### config.mk
export PLATFORM = sky130hd
export DESIGN_NAME = json_string_unescape_utf8
export DESIGN_NICKNAME = d
export VERILOG_FILES = /design/src/hdl/jsu_pkg.sv /design/src/hdl/json_string_unescape_utf8.sv
export VERILOG_INCLUDE_DIRS = /design/src /design/src/hdl
export SDC_FILE = /design/constraint.sdc
export NUM_CORES = 1
export LEC_CHECK = 0
export BUFFER_PORTS_ARGS = -buffer_cell sky130_fd_sc_hd__clkbuf_2
export CAP_MARGIN = 10
export CORE_ASPECT_RATIO = 1.4
export CORE_MARGIN = 3
export CORE_UTILIZATION = 52
export DETAILED_ROUTE_END_ITERATION = 10
export PLACE_DENSITY = 0.78
export RECOVER_POWER = 50
export SLEW_MARGIN = 0
export SYNTH_ARGS = -nofsm -noshare
export SYNTH_HDL_FRONTEND = slang
export SYNTH_SLANG_ARGS = --single-unit
### constraint.sdc
create_clock -name clk_i -period 3.6 [get_ports clk_i]
set_input_delay 0.18 -clock clk_i [delete_from_list [all_inputs] [get_ports clk_i]]
set_output_delay 0.18 -clock clk_i [all_outputs]
set_load 0.01 [all_outputs]
### src/hdl/json_string_unescape_utf8_macros.svh
// ----------------------------------------------------------------------------
// JSON string unescape assertion macros
// Shared concurrent check forms, clocked on clk_i and disabled in reset.
// ----------------------------------------------------------------------------
`ifndef JSON_STRING_UNESCAPE_UTF8_MACROS_SVH
`define JSON_STRING_UNESCAPE_UTF8_MACROS_SVH

// same-cycle implication
`define JSU_ASSERT_IMPL(lbl, ante, cons) \
  lbl: assert property (@(posedge clk_i) disable iff (!rst_ni) (ante) |-> (cons)) \
    else $error("json unescape check failed");

// next-cycle implication
`define JSU_ASSERT_NEXT(lbl, ante, cons) \
  lbl: assert property (@(posedge clk_i) disable iff (!rst_ni) (ante) |=> (cons)) \
    else $error("json unescape check failed");

`endif

### src/hdl/jsu_pkg.sv
// ----------------------------------------------------------------------------
// JSON string unescape package
// Parser modes, result kinds, character codes and the UTF-8 encoder.
// ----------------------------------------------------------------------------
package jsu_pkg;

  typedef enum logic [2:0] {
    MODE_IDLE   = 3'd0,
    MODE_BODY   = 3'd1,
    MODE_ESC    = 3'd2,
    MODE_HEX1   = 3'd3,
    MODE_NEEDBS = 3'd4,
    MODE_NEEDU  = 3'd5,
    MODE_HEX2   = 3'd6
  } mode_e;

  typedef enum logic [1:0] {
    KIND_DATA = 2'd0,
    KIND_OK   = 2'd1,
    KIND_ERR  = 2'd2
  } kind_e;

  localparam logic [7:0] CH_QUOTE  = 8'h22;
  localparam logic [7:0] CH_BSLASH = 8'h5C;
  localparam logic [7:0] CH_SLASH  = 8'h2F;
  localparam logic [7:0] CH_B      = 8'h62;
  localparam logic [7:0] CH_F      = 8'h66;
  localparam logic [7:0] CH_N      = 8'h6E;
  localparam logic [7:0] CH_R      = 8'h72;
  localparam logic [7:0] CH_T      = 8'h74;
  localparam logic [7:0] CH_U      = 8'h75;

  localparam logic [7:0] CTL_BS = 8'h08;
  localparam logic [7:0] CTL_FF = 8'h0C;
  localparam logic [7:0] CTL_LF = 8'h0A;
  localparam logic [7:0] CTL_CR = 8'h0D;
  localparam logic [7:0] CTL_HT = 8'h09;

  localparam logic [15:0] SURR_HI_MIN = 16'hD800;
  localparam logic [15:0] SURR_HI_MAX = 16'hDBFF;
  localparam logic [15:0] SURR_LO_MIN = 16'hDC00;
  localparam logic [15:0] SURR_LO_MAX = 16'hDFFF;
  localparam logic [20:0] SUPP_BASE   = 21'h10000;

  typedef struct packed {
    logic [2:0]      num;
    logic [3:0][7:0] bytes;
  } enc_t;

  function automatic logic [4:0] hex_val(input logic [7:0] c);
    logic [4:0] r;
    r = 5'd0;
    if (c >= 8'h30 && c <= 8'h39) begin
      r = {1'b1, c[3:0]};
    end else if ((c >= 8'h61 && c <= 8'h66) || (c >= 8'h41 && c <= 8'h46)) begin
      r = {1'b1, c[3:0] + 4'd9};
    end
    return r;
  endfunction

  function automatic enc_t utf8_enc(input logic [20:0] cp);
    enc_t e;
    e.num   = 3'd0;
    e.bytes = '0;
    if (cp <= 21'h7F) begin
      e.num      = 3'd1;
      e.bytes[0] = cp[7:0];
    end else if (cp <= 21'h7FF) begin
      e.num      = 3'd2;
      e.bytes[0] = 8'hC0 | {3'b0, cp[10:6]};
      e.bytes[1] = 8'h80 | {2'b0, cp[5:0]};
    end else if (cp <= 21'hFFFF) begin
      e.num      = 3'd3;
      e.bytes[0] = 8'hE0 | {4'b0, cp[15:12]};
      e.bytes[1] = 8'h80 | {2'b0, cp[11:6]};
      e.bytes[2] = 8'h80 | {2'b0, cp[5:0]};
    end else begin
      e.num      = 3'd4;
      e.bytes[0] = 8'hF0 | {5'b0, cp[20:18]};
      e.bytes[1] = 8'h80 | {2'b0, cp[17:12]};
      e.bytes[2] = 8'h80 | {2'b0, cp[11:6]};
      e.bytes[3] = 8'h80 | {2'b0, cp[5:0]};
    end
    return e;
  endfunction

endpackage

### src/hdl/json_string_unescape_utf8.sv
// ----------------------------------------------------------------------------
// JSON string unescape to UTF-8
// Decodes a quoted JSON string byte by byte into UTF-8 bytes and a status.
// ----------------------------------------------------------------------------
// Input channel: one text byte per item (in_byte_i), or an end mark (text_end_i).
// Output channel: one result per item: a data byte, an ok status or an error
// status; last_o marks the final result caused by one input item.
// Parser state advances at input accept; all results of that item land in a
// result register group in the same edge and drain one per cycle unless stalled.
// The first result is valid in the cycle after its input is accepted.
// Throughput: one input item per cycle while each item makes at most one
// result and the receiver does not stall; an escape that yields an n-byte
// UTF-8 sequence holds the input while the result group drains.
// Items that make no result (opening quote, backslash, hex digits) never wait
// on the output side unless results are still pending.
// Reset: parser waits for an opening quote, result group is empty.
// Receiver stall: the current result holds; the input stalls once the last
// pending result cannot leave this cycle.
// ----------------------------------------------------------------------------
`include "json_string_unescape_utf8_macros.svh"

module json_string_unescape_utf8 (
  input  logic       clk_i,
  input  logic       rst_ni,
  input  logic       in_valid_i,
  output logic       in_stall_o,
  input  logic [7:0] in_byte_i,
  input  logic       text_end_i,
  output logic       out_valid_o,
  input  logic       out_stall_i,
  output logic [7:0] out_byte_o,
  output logic [1:0] kind_o,
  output logic       last_o
);

  jsu_pkg::mode_e  mode_q, mode_d;
  logic [15:0]     hex_q, hex_d;
  logic [1:0]      cnt_q, cnt_d;
  logic [9:0]      high_q, high_d;

  logic [2:0]      rem_q, rem_d;
  logic [3:0][7:0] byte_q, byte_d;
  jsu_pkg::kind_e  kind_q, kind_d;

  logic            in_acc, out_take;
  logic [4:0]      hv;
  logic [15:0]     hex_new;
  logic            hex_done, is_hi, is_lo;
  logic [20:0]     pair_cp;
  jsu_pkg::enc_t   enc_bmp, enc_pair;

  logic [2:0]      res_num;
  logic [3:0][7:0] res_bytes;
  jsu_pkg::kind_e  res_kind;

  assign out_take   = out_valid_o && !out_stall_i;
  assign in_stall_o = (rem_q > 3'd1) || ((rem_q == 3'd1) && out_stall_i);
  assign in_acc     = in_valid_i && !in_stall_o;

  assign hv       = jsu_pkg::hex_val(in_byte_i);
  assign hex_new  = {hex_q[11:0], hv[3:0]};
  assign hex_done = hv[4] && (cnt_q == 2'd3);
  assign is_hi    = (hex_new >= jsu_pkg::SURR_HI_MIN) && (hex_new <= jsu_pkg::SURR_HI_MAX);
  assign is_lo    = (hex_new >= jsu_pkg::SURR_LO_MIN) && (hex_new <= jsu_pkg::SURR_LO_MAX);
  assign pair_cp  = jsu_pkg::SUPP_BASE + {1'b0, high_q, hex_new[9:0]};
  assign enc_bmp  = jsu_pkg::utf8_enc({5'b0, hex_new});
  assign enc_pair = jsu_pkg::utf8_enc(pair_cp);

  // next parser state
  always_comb begin
    mode_d = mode_q;
    hex_d  = hex_q;
    cnt_d  = cnt_q;
    high_d = high_q;
    if (text_end_i) begin
      if (mode_q != jsu_pkg::MODE_IDLE) begin
        mode_d = jsu_pkg::MODE_IDLE;
        hex_d  = '0;
        cnt_d  = '0;
      end
    end else begin
      case (mode_q)
        jsu_pkg::MODE_IDLE: begin
          if (in_byte_i == jsu_pkg::CH_QUOTE) mode_d = jsu_pkg::MODE_BODY;
        end
        jsu_pkg::MODE_BODY: begin
          if (in_byte_i == jsu_pkg::CH_QUOTE) mode_d = jsu_pkg::MODE_IDLE;
          else if (in_byte_i == jsu_pkg::CH_BSLASH) mode_d = jsu_pkg::MODE_ESC;
        end
        jsu_pkg::MODE_ESC: begin
          case (in_byte_i)
            jsu_pkg::CH_QUOTE, jsu_pkg::CH_BSLASH, jsu_pkg::CH_SLASH,
            jsu_pkg::CH_B, jsu_pkg::CH_F, jsu_pkg::CH_N,
            jsu_pkg::CH_R, jsu_pkg::CH_T: mode_d = jsu_pkg::MODE_BODY;
            jsu_pkg::CH_U: begin
              mode_d = jsu_pkg::MODE_HEX1;
              hex_d  = '0;
              cnt_d  = '0;
            end
            default: begin
              mode_d = jsu_pkg::MODE_IDLE;
              hex_d  = '0;
              cnt_d  = '0;
            end
          endcase
        end
        jsu_pkg::MODE_HEX1, jsu_pkg::MODE_HEX2: begin
          if (!hv[4]) begin
            mode_d = jsu_pkg::MODE_IDLE;
            hex_d  = '0;
            cnt_d  = '0;
          end else begin
            hex_d = hex_new;
            cnt_d = cnt_q + 2'd1;
            if (hex_done) begin
              if (mode_q == jsu_pkg::MODE_HEX1 && is_hi) begin
                mode_d = jsu_pkg::MODE_NEEDBS;
                high_d = hex_new[9:0];
              end else if ((mode_q == jsu_pkg::MODE_HEX1) ? is_lo : !is_lo) begin
                mode_d = jsu_pkg::MODE_IDLE;
                hex_d  = '0;
              end else begin
                mode_d = jsu_pkg::MODE_BODY;
              end
            end
          end
        end
        jsu_pkg::MODE_NEEDBS: begin
          mode_d = (in_byte_i == jsu_pkg::CH_BSLASH) ? jsu_pkg::MODE_NEEDU : jsu_pkg::MODE_IDLE;
          if (in_byte_i != jsu_pkg::CH_BSLASH) begin
            hex_d = '0;
            cnt_d = '0;
          end
        end
        jsu_pkg::MODE_NEEDU: begin
          mode_d = (in_byte_i == jsu_pkg::CH_U) ? jsu_pkg::MODE_HEX2 : jsu_pkg::MODE_IDLE;
          hex_d  = '0;
          cnt_d  = '0;
        end
        default: mode_d = jsu_pkg::MODE_IDLE;
      endcase
    end
  end

  // results of the accepted item
  always_comb begin
    res_num   = 3'd0;
    res_bytes = '0;
    res_kind  = jsu_pkg::KIND_DATA;
    if (text_end_i) begin
      if (mode_q != jsu_pkg::MODE_IDLE) begin
        res_num  = 3'd1;
        res_kind = jsu_pkg::KIND_ERR;
      end
    end else begin
      case (mode_q)
        jsu_pkg::MODE_BODY: begin
          if (in_byte_i == jsu_pkg::CH_QUOTE) begin
            res_num  = 3'd1;
            res_kind = jsu_pkg::KIND_OK;
          end else if (in_byte_i != jsu_pkg::CH_BSLASH) begin
            res_num      = 3'd1;
            res_bytes[0] = in_byte_i;
          end
        end
        jsu_pkg::MODE_ESC: begin
          res_num = 3'd1;
          case (in_byte_i)
            jsu_pkg::CH_QUOTE, jsu_pkg::CH_BSLASH,
            jsu_pkg::CH_SLASH: res_bytes[0] = in_byte_i;
            jsu_pkg::CH_B:     res_bytes[0] = jsu_pkg::CTL_BS;
            jsu_pkg::CH_F:     res_bytes[0] = jsu_pkg::CTL_FF;
            jsu_pkg::CH_N:     res_bytes[0] = jsu_pkg::CTL_LF;
            jsu_pkg::CH_R:     res_bytes[0] = jsu_pkg::CTL_CR;
            jsu_pkg::CH_T:     res_bytes[0] = jsu_pkg::CTL_HT;
            jsu_pkg::CH_U:     res_num      = 3'd0;
            default:           res_kind     = jsu_pkg::KIND_ERR;
          endcase
        end
        jsu_pkg::MODE_HEX1: begin
          if (!hv[4] || (hex_done && is_lo)) begin
            res_num  = 3'd1;
            res_kind = jsu_pkg::KIND_ERR;
          end else if (hex_done && !is_hi) begin
            res_num   = enc_bmp.num;
            res_bytes = enc_bmp.bytes;
          end
        end
        jsu_pkg::MODE_HEX2: begin
          if (!hv[4] || (hex_done && !is_lo)) begin
            res_num  = 3'd1;
            res_kind = jsu_pkg::KIND_ERR;
          end else if (hex_done) begin
            res_num   = enc_pair.num;
            res_bytes = enc_pair.bytes;
          end
        end
        jsu_pkg::MODE_NEEDBS: begin
          if (in_byte_i != jsu_pkg::CH_BSLASH) begin
            res_num  = 3'd1;
            res_kind = jsu_pkg::KIND_ERR;
          end
        end
        jsu_pkg::MODE_NEEDU: begin
          if (in_byte_i != jsu_pkg::CH_U) begin
            res_num  = 3'd1;
            res_kind = jsu_pkg::KIND_ERR;
          end
        end
        default: res_num = 3'd0;
      endcase
    end
  end

  // result group: load on accept of an item with results, shift on take
  always_comb begin
    rem_d  = rem_q;
    byte_d = byte_q;
    kind_d = kind_q;
    if (out_take) begin
      rem_d  = rem_q - 3'd1;
      byte_d = {8'h00, byte_q[3:1]};
    end
    if (in_acc && res_num != 3'd0) begin
      rem_d  = res_num;
      byte_d = res_bytes;
      kind_d = res_kind;
    end
  end

  always_ff @(posedge clk_i or negedge rst_ni) begin
    if (!rst_ni) begin
      mode_q <= jsu_pkg::MODE_IDLE;
      hex_q  <= '0;
      cnt_q  <= '0;
      high_q <= '0;
      rem_q  <= '0;
    end else begin
      if (in_acc) begin
        mode_q <= mode_d;
        hex_q  <= hex_d;
        cnt_q  <= cnt_d;
        high_q <= high_d;
      end
      rem_q <= rem_d;
    end
  end

  always_ff @(posedge clk_i) begin
    byte_q <= byte_d;
    kind_q <= kind_d;
  end

  assign out_valid_o = (rem_q != 3'd0);
  assign out_byte_o  = byte_q[0];
  assign kind_o      = kind_q;
  assign last_o      = (rem_q == 3'd1);

  `JSU_ASSERT_IMPL(a_status_alone, out_valid_o && kind_q != jsu_pkg::KIND_DATA, last_o)
  `JSU_ASSERT_IMPL(a_hold_input, rem_q > 3'd1, in_stall_o)
  `JSU_ASSERT_IMPL(a_free_input, rem_q == 3'd0, !in_stall_o)
  `JSU_ASSERT_NEXT(a_load_group, in_acc && res_num != 3'd0, rem_q == $past(res_num))

endmodule
After elaboration in Yosys (flattened, before gate mapping)
Cells that the tools add are included.

Mux-type cells: 80. $add $sub $neg: 4. Equal/unequal tests: 25. Magnitude comparators: 16. Reductions and logical operators: 36. Bitwise operators: 1.

Operator list (number): two-way mux 32 bit (7); two-way mux 12 bit (8); equality test 8 x 7 -> 1 bit (second input constant) (7); two-way mux 3 bit (18); two-way mux 24 bit (2); two-way mux 8 bit (6); one-hot mux 12 bit (4 select lines) (1); one-hot mux 24 bit (2 select lines) (1); one-hot mux 8 bit (6 select lines) (1); one-hot mux 3 bit (6 select lines) (2); greater-or-equal comparator 16 bit (second input constant) (2); <= comparator 16 bit (second input constant) (2); two-way mux 16 bit (2); one-hot mux 8 bit (4 select lines) (1); two-way mux 2 bit (15); two-way mux 22 bit (1); adder 17 x 20 -> 21 bit (first input constant) (1); <= comparator 21 x 11 -> 1 bit (second input constant) (1); <= comparator 21 x 16 -> 1 bit (second input constant) (1); <= comparator 21 x 7 -> 1 bit (second input constant) (1); equality test 8 x 6 -> 1 bit (second input constant) (2); greater-or-equal comparator 8 x 7 -> 1 bit (second input constant) (2); <= comparator 16 x 11 -> 1 bit (second input constant) (1); <= comparator 16 x 7 -> 1 bit (second input constant) (1); other kinds (35) (76).

Register bits after elaboration: 64. Logic and storage cells: 172.

Logic depth before layout (Yosys ltp)
Gate-level depths: netlist (run 1).

Depth in word-level cells: 17. Depth in mapped cells: 15. Gate-level depth less buffers: 11.

Worst setup path after synthesis (run 1)
OpenSTA, ideal clock, no wires.

Kind: input to register. From: input port in_byte_i[0]. To: register byte_q[10] (netlist name), enable pin. Cell stages on the path: 13. Slack: 54 ps. Required time: 3210 ps. Path buffers: 3. Arrival time: 3156 ps. Cells stage by stage: buf_2 inv_1 ha_1 or3b_1 and3_2 a21o_1 clkbuf_1 a311o_2 nand4_1 o21ai_2 and2_1 buf_4 nand2b_1.

Word-level cells in the longest chain between the ends: 17.

RTL lines: start: declaration (line json_string_unescape_utf8.sv:27) `input logic [7:0] in_byte_i,`; greater-or-equal comparator 8 x 7 -> 1 bit or <= comparator 8 x 7 -> 1 bit (tied branches) (line jsu_pkg.sv:55) `end else if ((c >= 8'h61 && c <= 8'h66) || (c >= 8'h41 && c <= 8'h46)) begin`; logical AND 1 bit (line jsu_pkg.sv:55); logical OR 1 bit (line jsu_pkg.sv:55); two-way mux 5 bit (line jsu_pkg.sv:55); two-way mux 5 bit (line jsu_pkg.sv:53) `if (c >= 8'h30 && c <= 8'h39) begin`; adder 17 x 20 -> 21 bit (line json_string_unescape_utf8.sv:65) `assign pair_cp = jsu_pkg::SUPP_BASE + {1'b0, high_q, hex_new[9:0]};`; <= comparator 21 x 16 -> 1 bit (line jsu_pkg.sv:72) `end else if (cp <= 21'hFFFF) begin`; two-way mux 3 bit (line jsu_pkg.sv:72); two-way mux 3 bit (line jsu_pkg.sv:68) `end else if (cp <= 21'h7FF) begin`; two-way mux 3 bit (line jsu_pkg.sv:65) `if (cp <= 21'h7F) begin`; two-way mux 3 bit (line json_string_unescape_utf8.sv:193) `end else if (hex_done) begin`; two-way mux 3 bit (line json_string_unescape_utf8.sv:190) `if (!hv[4] || (hex_done && !is_lo)) begin`; one-hot mux 3 bit (6 select lines) (*) (line json_string_unescape_utf8.sv:156) `case (mode_q)`; two-way mux 3 bit (*) (line json_string_unescape_utf8.sv:150) `if (text_end_i) begin`; nonzero test 3 bit (*) (line json_string_unescape_utf8.sv:224) `if (in_acc && res_num != 3'd0) begin`; logical AND 1 bit (*) (line json_string_unescape_utf8.sv:224); nonzero test 2 bit (no source line) (*); end signal: assignment (line json_string_unescape_utf8.sv:250) `byte_q <= byte_d;`; end: declaration (line json_string_unescape_utf8.sv:42) `logic [3:0][7:0] byte_q, byte_d;`.

Every way passes the cells marked *; elsewhere a longest branch is shown, timed or not. A chain may end at the register's enable or synchronous reset.

Worst setup path after layout (run 1)
From: register high_q[6]. To: register byte_q[26] (netlist name), enable pin.

Word-level cells in the longest chain between the ends: 12.

RTL lines: start: declaration (line json_string_unescape_utf8.sv:39) `logic [9:0] high_q, high_d;`; start signal: assignment (line json_string_unescape_utf8.sv:243) `high_q <= high_d;`; adder 17 x 20 -> 21 bit (*) (line json_string_unescape_utf8.sv:65); <= comparator 21 x 16 -> 1 bit (line jsu_pkg.sv:72); two-way mux 3 bit (line jsu_pkg.sv:72); two-way mux 3 bit (line jsu_pkg.sv:68); two-way mux 3 bit (*) (line jsu_pkg.sv:65); two-way mux 3 bit (*) (line json_string_unescape_utf8.sv:193); two-way mux 3 bit (*) (line json_string_unescape_utf8.sv:190); one-hot mux 3 bit (6 select lines) (*) (line json_string_unescape_utf8.sv:156); two-way mux 3 bit (*) (line json_string_unescape_utf8.sv:150); nonzero test 3 bit (*) (line json_string_unescape_utf8.sv:224); logical AND 1 bit (*) (line json_string_unescape_utf8.sv:224); nonzero test 2 bit (no source line) (*).

Marks and branches as above.

==> out/results.ini, run 1 <==
[status]
status = finished with violations
violations = capacitance limit, slew limit

[global_route]
use_met3_pct = 5.68
grt_pass1_vias = 4966
grt_pass1_wl_um = 28200
groute.usage.overall_pct = 35.3
antenna_found_initial = 0
grt_max_degree = 31
met2_usage_pct = 57.3
top_usage_layer = met2
grt-ovfl-total = 0
grt.met1_usage_pct = 41.1

[worst_setup_path]
worstSetupPathType = flop to flop
cp.arrival_ns = 3.44
crit_path_end_kind = flop
path_cells = ha_1 > or2_2 > o21a_1 > nor4_1 > nand4_1 > nand3_1 > a21o_2 > and2_1 > buf_4 > nand2b_1 > buf_12
cp_slowest_stage_delay_ns = 0.46
worstSetupStartpointType = flop
critPathMaxFanout = 23
required_ns = 3.69
cp_slowest_cell = dfrtp_1

[timing]
setup_viol = 0
hold_violations = 0
worst_pin_slew_ns = 1.80
finalCriticalPeriod_ns = 3.35
fin_crit_sh_pct = 93.1
slew_headroom_pct = -20.1
timing.final.ws_setup_ns = 0.249
fmax_ghz = 0.298
rsz0062_at_grt = no
fin_tns_setup_ns = 0
clock_skew_ns = 0.00713
final_max_slew_viol_count = 31

[placement]
port_buffers = 25
dp_hpwl_um = 14000
dp_cells = 694
gp_congestion = 1.02
place_ws_ns = 0.0391

[cells_and_area]
final_cells = 711
num_antenna_cells = 0
fillerInstances = 825
syn2layout_area_growth_pct = 13.5
final_nets = 623
final_cell_mix = nand2_1, buf_4, edfxtp_1
final_common_cell = nand2_1
drive_gt1_share_pct = 17.5

[clock_network]
cts_sinks = 61
cts_setup_buffers = 0
cts.clk_slew.worst_paths_ns = 0.05
h-tree-depth = 3
clock_path_buffers = 2
cts_made_buffers = 9
clock_latency_ns = 0.33
root_buffer = clkbuf_16
cts_tree = built

[synth]
syn_nets = 581
yosysWarningCount = 0
synth_area_sq_um = 4970
synth-edff-count = 31
synth.distinct_cells = 93
synth.avg_cell_area_sq_um = 8.92
yosys_most_used_dff = edfxtp_1
seq_area_frac_synth_pct = 33.8
ys_ff_latch = 61
syn-instance-count = 557
synthArstFlopShare_pct = 49.2

[die]
die_area_sq_um = 10800
core-area_sq_um = 9180
die_y_um = 122
start_util_pct = 54.1
rows = 41
io_pins = 26
die_w_um = 88.6

[min_path]
min_path_type = input pin to flop

[pwr]
ir_drop_v = 0.000290
total_leakage_power_nw = 2.28
power-per-cell-area_nw_per_um2 = 453
total_power_w = 0.00256

[job]
drv_cap = 1

[drt]
ant_nets = 0
num_vias = 4948
dr.pass1.iters = 5
drt_iter0_drc = 543
avgViaCountPerCell = 6.96
drc = 0
drt_wl_total_um = 18200
avgRoutedWirePerCell_um = 25.5

state kept, by name, summed over array words and instances, names as in the netlist:
signal      flops
out_byte_o      8
hex_q          12
cnt_q           2
kind_o          2
rem_q           3
byte_q         21
high_q         10
mode_q          3
path summary, 6_finish.rpt:
path	start	endpoint	slack [ns]	cells after the start
hold / removal	out_stall_i	rem_q[2]	0.21	3
hold reg to reg	cnt_q[0]	cnt_q[0]	0.51	1
min in group asynchronous	rst_ni	high_q[9]	0.87	2
max in group asynchronous	rst_ni	hex_q[6]	1.69	2
setup / recovery	high_q[6]	byte_q[26]	0.25	11
setup reg to reg	high_q[6]	byte_q[26]	0.25	11
through the flow:
step                      hold slack [ns]  utilization [%]  cell area (sq um)
final                               0.215             61.4               5640
after global routing                0.258             61.4               5640
after CTS                           0.210             62.0               5690
after detailed placement            0.330             58.4               5370
after global placement              0.291             58.4               5370
after floorplan                    -0.116                -               4970
worst max-delay path: cells and delay by family, from the launching register on:
kind / cells / cell delay [ns]
buf+inv: 2 / 0.39
compound gates: 2 / 0.33
fa+ha+maj: 1 / 0.26
simple gates: 6 / 1.64
flops: 1 / 0.46
repair_timing:
item	CTS	global route
resized for setup	0	0
hold endpoints to repair	30	0
hold buffers	1	0
report_power, final:
part	internal [W]	switching, W	leakage (nW)	total, W
logic	0.000261	0.000416	1.40	0.000677
clock network	0.000605	0.000311	0.153	0.000916
registers	0.000900	0.0000638	0.719	0.000964
metal layers:
| metal | share of wire [%] | vias to the layer above |
|---|---|---|
| li1 | - | 2237 |
| met1 | 37 | 2353 |
| met2 | 48 | 265 |
| met3 | 5.9 | 93 |
| met4 | 8.5 | 0 |
| met5 | 0 | - |
cell usage after synthesis (all sizes together), types with 9 or more instances:
master / n / area [sq um]
nand2: 55 / 206
edfxtp: 31 / 931
a21oi: 30 / 158
dfrtp: 30 / 751
o21ai: 28 / 144
nor2: 27 / 101
nand3: 25 / 130
clkbuf: 24 / 93.8
inv: 20 / 77.6
buf: 17 / 124
mux2: 16 / 195
a22o: 14 / 131
a31oi: 13 / 81.3
nor3: 13 / 65.1
and3: 12 / 77.6
ha: 11 / 138
and2: 10 / 63.8
nand4: 10 / 68.8
o211ai: 10 / 75.1
nor4: 9 / 62.6
final cells by class:
cell class	instances	area (sq um)	area share, %
multi-input combinational	434	2970	52.7
clock inverter	6	86.3	1.53
inverter	20	77.6	1.38
clock buffer	10	229	4.06
sequential	61	1680	29.8
tap	107	134	2.37
timing repair buffer	73	463	8.21
logic make-up (layout without fill, tap and decap cells):
group | Yosys count | in the layout | share of synthesized area [%]
xor+xnor | 4 | 4 | 0.705
flops | 61 | 61 | 33.8
simple gates | 213 | 213 | 24.2
fa+ha+maj | 11 | 11 | 2.77
compound gates | 182 | 182 | 26.8
buf+inv | 62 | 109 | 6.14
mux | 24 | 24 | 5.54
Power figures use the tool's default switching activity.
==> inputs of run 2 (changes only) <==
CORE_ASPECT_RATIO = default   (was 1.4)
==> out/results.ini, run 2 (synthesized netlist as in run 1, its figures left out) <==
[status]
status = finished with violations  ; unchanged
violations = capacitance limit, slew limit  ; unchanged

[timing]
fin_crit_sh_pct = 93.2  ; was 93.1%
rsz0062_at_grt = no  ; unchanged
fin_tns_setup_ns = 0  ; unchanged
clock_skew_ns = 0.0130  ; was 0.00713 ns
hold_violations = 0  ; unchanged
holdWs_ns = 0.205  ; was 0.215 ns
slew_headroom_pct = -13.5  ; was -20.1%
worst_pin_slew_ns = 1.70  ; was 1.80 ns
setup_viol = 0  ; unchanged
final_max_slew_viol_count = 31  ; unchanged
finalCriticalPeriod_ns = 3.36  ; was 3.35 ns
fmax_ghz = 0.298  ; about the same

[placement]
dp_hpwl_um = 12200  ; was 14,000 um
port_buffers = 25  ; unchanged
gp_congestion = 1.08  ; was 1.02

[pwr]
combinationalPowerShare_pct = 29.2  ; was 26.5%
p_int_w = 0.00148  ; was 0.00177 W
ir_drop_v = 0.000200  ; was 0.000290 V
p_switching_w = 0.000742  ; was 0.000791 W
clkPwrFrac_pct = 27.4  ; was 35.8%
seq_power_share_pct = 43.4  ; was 37.7%
power-per-cell-area_nw_per_um2 = 410  ; was 453 nW/um^2
swShare_pct = 33.4  ; was 30.9%
total_leakage_power_nw = 2.14  ; was 2.28 nW

[drt]
ant_nets = 0  ; unchanged
drc = 0  ; unchanged
dr.pass1.iters = 6  ; was 5
avgRoutedWirePerCell_um = 22.3  ; was 25.5 um
avgViaCountPerCell = 6.66  ; was 6.96
drt_wl_total_um = 16000  ; was 18,200 um
num_vias = 4756  ; was 4,948
drt_iter0_drc = 515  ; was 543

[worst_setup_path]
cp_slowest_stage_delay_ns = 0.46  ; about the same
required_ns = 3.69  ; about the same
crit_path_end_kind = flop  ; unchanged
cp.arrival_ns = 3.45  ; was 3.44 ns
worstSetupStartpointType = flop  ; unchanged
critPathMaxFanout = 7  ; was 23
cp_slowest_cell = dfrtp_1  ; unchanged
worstSetupPathType = flop to flop  ; unchanged
path_cells = ha_1 > nor2_1 > o211a_1 > nand3_1 > a41oi_1 > a311o_1 > nor2_1 > a221o_1 > mux2_4  ; was ha_1 > or2_2 > o21a_1 > nor4_1 > nand4_1 > nand3_1 > a21o_2 > and2_1 > buf_4 > nand2b_1 > buf_12
crit_top_cell = nor2_1

[clock_network]
h-tree-depth = 3  ; unchanged
cts_sinks = 61  ; unchanged
clock_latency_ns = 0.35  ; was 0.33 ns
clock_path_buffers = 2  ; unchanged
cts_made_buffers = 9  ; unchanged
cts_tree = built  ; unchanged
cts.clk_slew.worst_paths_ns = 0.07  ; was 0.05 ns
ctsResizeCount = 0  ; unchanged
root_buffer = clkbuf_8  ; was clkbuf_16

[cells_and_area]
drive_gt1_share_pct = 14.5  ; was 17.5%
num_antenna_cells = 0  ; unchanged
final_common_cell = nand2_1  ; unchanged
largest_register_ffs = 21  ; unchanged
final_cell_mix = nand2_1, edfxtp_1, dfrtp_1  ; was nand2_1, buf_4, edfxtp_1
final_nets = 604  ; was 623
top_regs = byte_q: 21 flops, hex_q: 12 flops, high_q: 10 flops  ; unchanged
top_register = byte_q  ; unchanged
syn2layout_area_growth_pct = 8.94  ; was 13.5%

[global_route]
grt-ovfl-total = 0  ; unchanged
antenna_found_initial = 0  ; unchanged
groute.usage.overall_pct = 30.0  ; was 35.3%
grt_pass1_vias = 4579  ; was 4,966
grt_pass1_wl_um = 25600  ; was 28,200 um
grt_max_degree = 31  ; unchanged

[job]
drv_cap = 1  ; unchanged

[die]
die_y_um = 104  ; was 122 um
die_area_sq_um = 10800  ; about the same
io_pins = 26  ; unchanged
core-area_sq_um = 9280  ; was 9180 sq um
start_util_pct = 53.5  ; was 54.1%
die_w_um = 104  ; was 88.6 um
rows = 35  ; was 41

[min_path]
min_path_type = input pin to flop  ; unchanged

==> run 2: cell count changes in the layout (fill, tap and decap cells not counted), moves of 2 or more <==
cell       before  now
buf_4          40   24
bufinv_16       2    0
clkbuf_16       9    2
clkbuf_8        0    9
==> run 2: final cells by class <==
| type | count | area, sq um |
|---|---|---|
| tap | 129 | 161 |
| sequential | 61 | 1680 |
| inverter | 20 | 77.6 |
| fill | 874 | 3870 |
| clock inverter | 3 | 15.0 |
| timing repair buffer | 54 | 327 |
| multi-input combinational | 434 | 2970 |
| clock buffer | 13 | 181 |
==> run 2: through the flow <==
step           cells  utilization (%)  worst slack [ns]  instance area, sq um  power [W]
3_3_place_gp     697             56.5             0.253                  5250    0.00162
6_report         714             58.3             0.245                  5410    0.00222
4_1_cts          714             58.8             0.286                  5460    0.00225
2_1_floorplan    557                -            0.0540                  4970    0.00146
3_5_place_dp     697             56.5             0.148                  5250    0.00163
5_1_grt          714             58.3             0.116                  5410    0.00234
==> run 2: timing repair <==
item / 4_1_cts / 5_1_grt
hold endpoints to repair: 30 / 0
setup buffers: 0 / 0
hold buffers: 1 / 0
==> run 2: power groups by stage <==
| stage | Sequential [W] | Combinational (W) | Clock (W) |
|---|---|---|---|
| CTS | 0.000965 | 0.000660 | 0.000622 |
| global route | 0.000979 | 0.000718 | 0.000646 |
| floorplan | 0.000947 | 0.000509 | 0 |
| finish | 0.000964 | 0.000648 | 0.000608 |
| detailed placement | 0.000980 | 0.000654 | 0 |
| global placement | 0.000975 | 0.000645 | 0 |
==> run 2: critical path, delay by kind of cell, from the launching register on <==
kind            cells  cell delay, ns
compound gates      4            1.45
fa+ha+maj           1            0.36
flops               1            0.46
mux                 1            0.27
simple gates        3            0.57
==> run 2: worst paths after layout <==
check,cells after the start,startpoint,slack [ns],endpoint
setup / recovery,9,high_q[6],0.24,byte_q[13]
hold / removal,3,out_stall_i,0.21,rem_q[2]
setup reg to reg,9,high_q[6],0.24,byte_q[13]
hold reg to reg,2,cnt_q[1],0.52,cnt_q[1]
max in group asynchronous,2,rst_ni,1.79,high_q[4]
min in group asynchronous,2,rst_ni,0.81,cnt_q[1]
==> run 2: metal layers <==
layer,vias to the layer above,wire length (um),GRT usage [%]
met3,53,1600,7.41
li1,2194,-,-
met2,266,6870,44.4
met1,2243,6770,41.6
met4,0,703,13.4
met5,-,0,0
==> inputs of run 3 (changes only) <==
CORE_MARGIN = default   (was 3)
PLACE_DENSITY = 0.69   (was 0.78)
==> out/results.ini, run 3 (synthesized netlist as in run 1, its figures left out) <==
[status]
violations = capacitance limit, slew limit  ; unchanged
status = finished with violations  ; unchanged

[worst_setup_path]
r2r_cells = 9  ; unchanged
path_cells = ha_1 > nor2_1 > o211a_1 > nand3_1 > a41oi_1 > a311o_1 > nor2_1 > a221o_1 > mux2_4  ; unchanged
crit_start = high_q[6]  ; unchanged
cp_slowest_cell = dfrtp_1  ; unchanged
cp.depth = 9  ; unchanged
worstSetupPathType = flop to flop  ; unchanged
r2r-start = high_q[6]  ; unchanged
cpLargestDelayFamily = compound AO/OA/AOI/OAI gates  ; unchanged
crit_top_cell = nor2_1  ; unchanged
required_ns = 3.72  ; was 3.69 ns
worstSetupStartpointType = flop  ; unchanged
cp_slowest_stage_delay_ns = 0.46  ; about the same
cp-endpoint = byte_q[13]  ; unchanged
critPathMaxFanout = 7  ; unchanged
crit_path_end_kind = flop  ; unchanged
cp.arrival_ns = 3.50  ; was 3.45 ns
crit_buf_inv = 0  ; unchanged
r2r_end = byte_q[13]  ; unchanged
r2r_slack_ns = 0.22  ; was 0.24 ns

[cells_and_area]
final_util_pct = 58.8  ; was 58.3%
final_cell_mix = nand2_1, edfxtp_1, dfrtp_1  ; unchanged
drive_gt1_share_pct = 14.9  ; was 14.5%
syn2layout_area_growth_pct = 9.34  ; was 8.94%
top_regs = byte_q: 21 flops, hex_q: 12 flops, high_q: 10 flops  ; unchanged
final_nets = 603  ; was 604
num_antenna_cells = 0  ; unchanged
top_register = byte_q  ; unchanged
final_common_cell = nand2_1  ; unchanged
design_area_sq_um = 5430  ; was 5410 sq um
largest_register_ffs = 21  ; unchanged

[placement]
dp_hpwl_um = 12600  ; was 12,200 um
gp_congestion = 0.994  ; was 1.08
place_ws_ns = 0.133  ; was 0.148 ns
placed_area_sq_um = 5240  ; was 5250 sq um
port_buffers = 25  ; unchanged

[drt]
drc = 0  ; unchanged
avgRoutedWirePerCell_um = 24.1  ; was 22.3 um
drt_iter0_drc = 584  ; was 515
drt_wl_total_um = 17200  ; was 16,000 um
avgViaCountPerCell = 6.95  ; was 6.66
dr.pass1.iters = 8  ; was 6
num_vias = 4954  ; was 4,756
ant_nets = 0  ; unchanged

[min_path]
hold_depth = 3  ; unchanged
min_path_type = input pin to flop  ; unchanged

[clock_network]
h-tree-depth = 3  ; unchanged
cts_setup_buffers = 0  ; unchanged
cts_tree = built  ; unchanged
cts_sinks = 61  ; unchanged
ctsResizeCount = 0  ; unchanged
clock_path_buffers = 2  ; unchanged
clock_latency_ns = 0.37  ; was 0.35 ns
root_buffer = clkbuf_8  ; unchanged
cts_made_buffers = 9  ; unchanged
cts.clk_slew.worst_paths_ns = 0.08  ; was 0.07 ns

[die]
start_util_pct = 53.8  ; was 53.5%
die_w_um = 99.8  ; was 104 um
io_pins = 26  ; unchanged
rows = 35  ; unchanged
die_y_um = 99.8  ; was 104 um
core-area_sq_um = 9240  ; was 9280 sq um
die_area_sq_um = 9950  ; was 10,800 sq um

[timing]
hold_violations = 0  ; unchanged
setup_viol = 0  ; unchanged
slew_headroom_pct = -22.2  ; was -13.5%
fin_crit_sh_pct = 94.0  ; was 93.2%
worst_pin_slew_ns = 1.83  ; was 1.70 ns
finalCriticalPeriod_ns = 3.38  ; was 3.36 ns
rsz0062_at_grt = no  ; unchanged
final_max_slew_viol_count = 31  ; unchanged
fmax_ghz = 0.295  ; was 0.298 GHz
fin_tns_setup_ns = 0  ; unchanged
timing.final.ws_setup_ns = 0.215  ; was 0.245 ns
clock_skew_ns = 0.0174  ; was 0.0130 ns

[job]
drv_cap = 1  ; unchanged

[global_route]
grt_max_degree = 31  ; unchanged
grt_pass1_vias = 4637  ; was 4,579
groute.usage.overall_pct = 35.7  ; was 30.0%
grt_pass1_wl_um = 26700  ; was 25,600 um
grt-ovfl-total = 0  ; unchanged
antenna_found_initial = 0  ; unchanged

[pwr]
ir_drop_v = 0.000222  ; was 0.000200 V
total_power_w = 0.00235  ; was 0.00222 W
total_leakage_power_nw = 2.15  ; was 2.14 nW
power-per-cell-area_nw_per_um2 = 432  ; was 410 nW/um^2

-- run 3: cell count changes in the layout (fill, tap and decap cells not counted), sizes merged --
cell / before / now
clkbuf: 41 / 37
inv: 20 / 21
bufinv: 0 / 2
-- run 3: worst min path at each step --
stage	from	to	slack (ns)
after detailed placement	rst_ni	mode_q[0]	0.32
after global routing	out_stall_i	rem_q[2]	0.21
after floorplan	rst_ni	cnt_q[0]	-0.12
final	out_stall_i	rem_q[2]	0.20
after global placement	rst_ni	mode_q[0]	0.30
after CTS	out_stall_i	rem_q[2]	0.20
-- run 3: worst reg2reg max path, cell delays in order, from the launching register on --
cell and delay, ns:
dfrtp_1 0.46, ha_1 0.36, nor2_1 0.15, o211a_1 0.32
nand3_1 0.28, a41oi_1 0.38, a311o_1 0.41, nor2_1 0.16
a221o_1 0.37, mux2_4 0.26
-- run 3: repair_timing --
action	in CTS	in global routing
hold buffers	1	0
hold endpoints to repair	30	0
setup endpoints to repair	0	0
-- run 3: metrics by stage --
stage / instances / hold WS, ns
4_1_cts: 713 / 0.199
2_1_floorplan: 557 / -0.116
3_5_place_dp: 696 / 0.317
6_report: 713 / 0.197
5_1_grt: 713 / 0.211
3_3_place_gp: 696 / 0.299
-- run 3: power by group --
part	internal [W]	switching (W)	total, W
logic	0.000250	0.000413	0.000662
clock network	0.000391	0.000330	0.000721
registers	0.000898	0.0000645	0.000962
total	0.00154	0.000807	0.00235
-- run 3: area by class of cell --
| cell class | count | area (sq um) |
|---|---|---|
| clock buffers | 10 | 128 |
| flip-flops and latches | 61 | 1680 |
| inverters | 20 | 77.6 |
| fillers | 847 | 3810 |
| well taps | 129 | 161 |
| multi-input cells | 434 | 2980 |
| clock inverters | 6 | 86.3 |
| repair buffers | 53 | 323 |
-- run 3: per-layer routing --
| metal | track usage (%) | part of all wire, % | vias to the layer above | wire, um |
|---|---|---|---|---|
| met1 | 48.9 | 42 | 2351 | 7300 |
| met5 | 0 | 0 | - | 0 |
| li1 | - | - | 2196 | - |
| met4 | 16.9 | 4.1 | 0 | 703 |
| met3 | 5.97 | 10 | 62 | 1720 |
| met2 | 55.0 | 44 | 345 | 7490 |
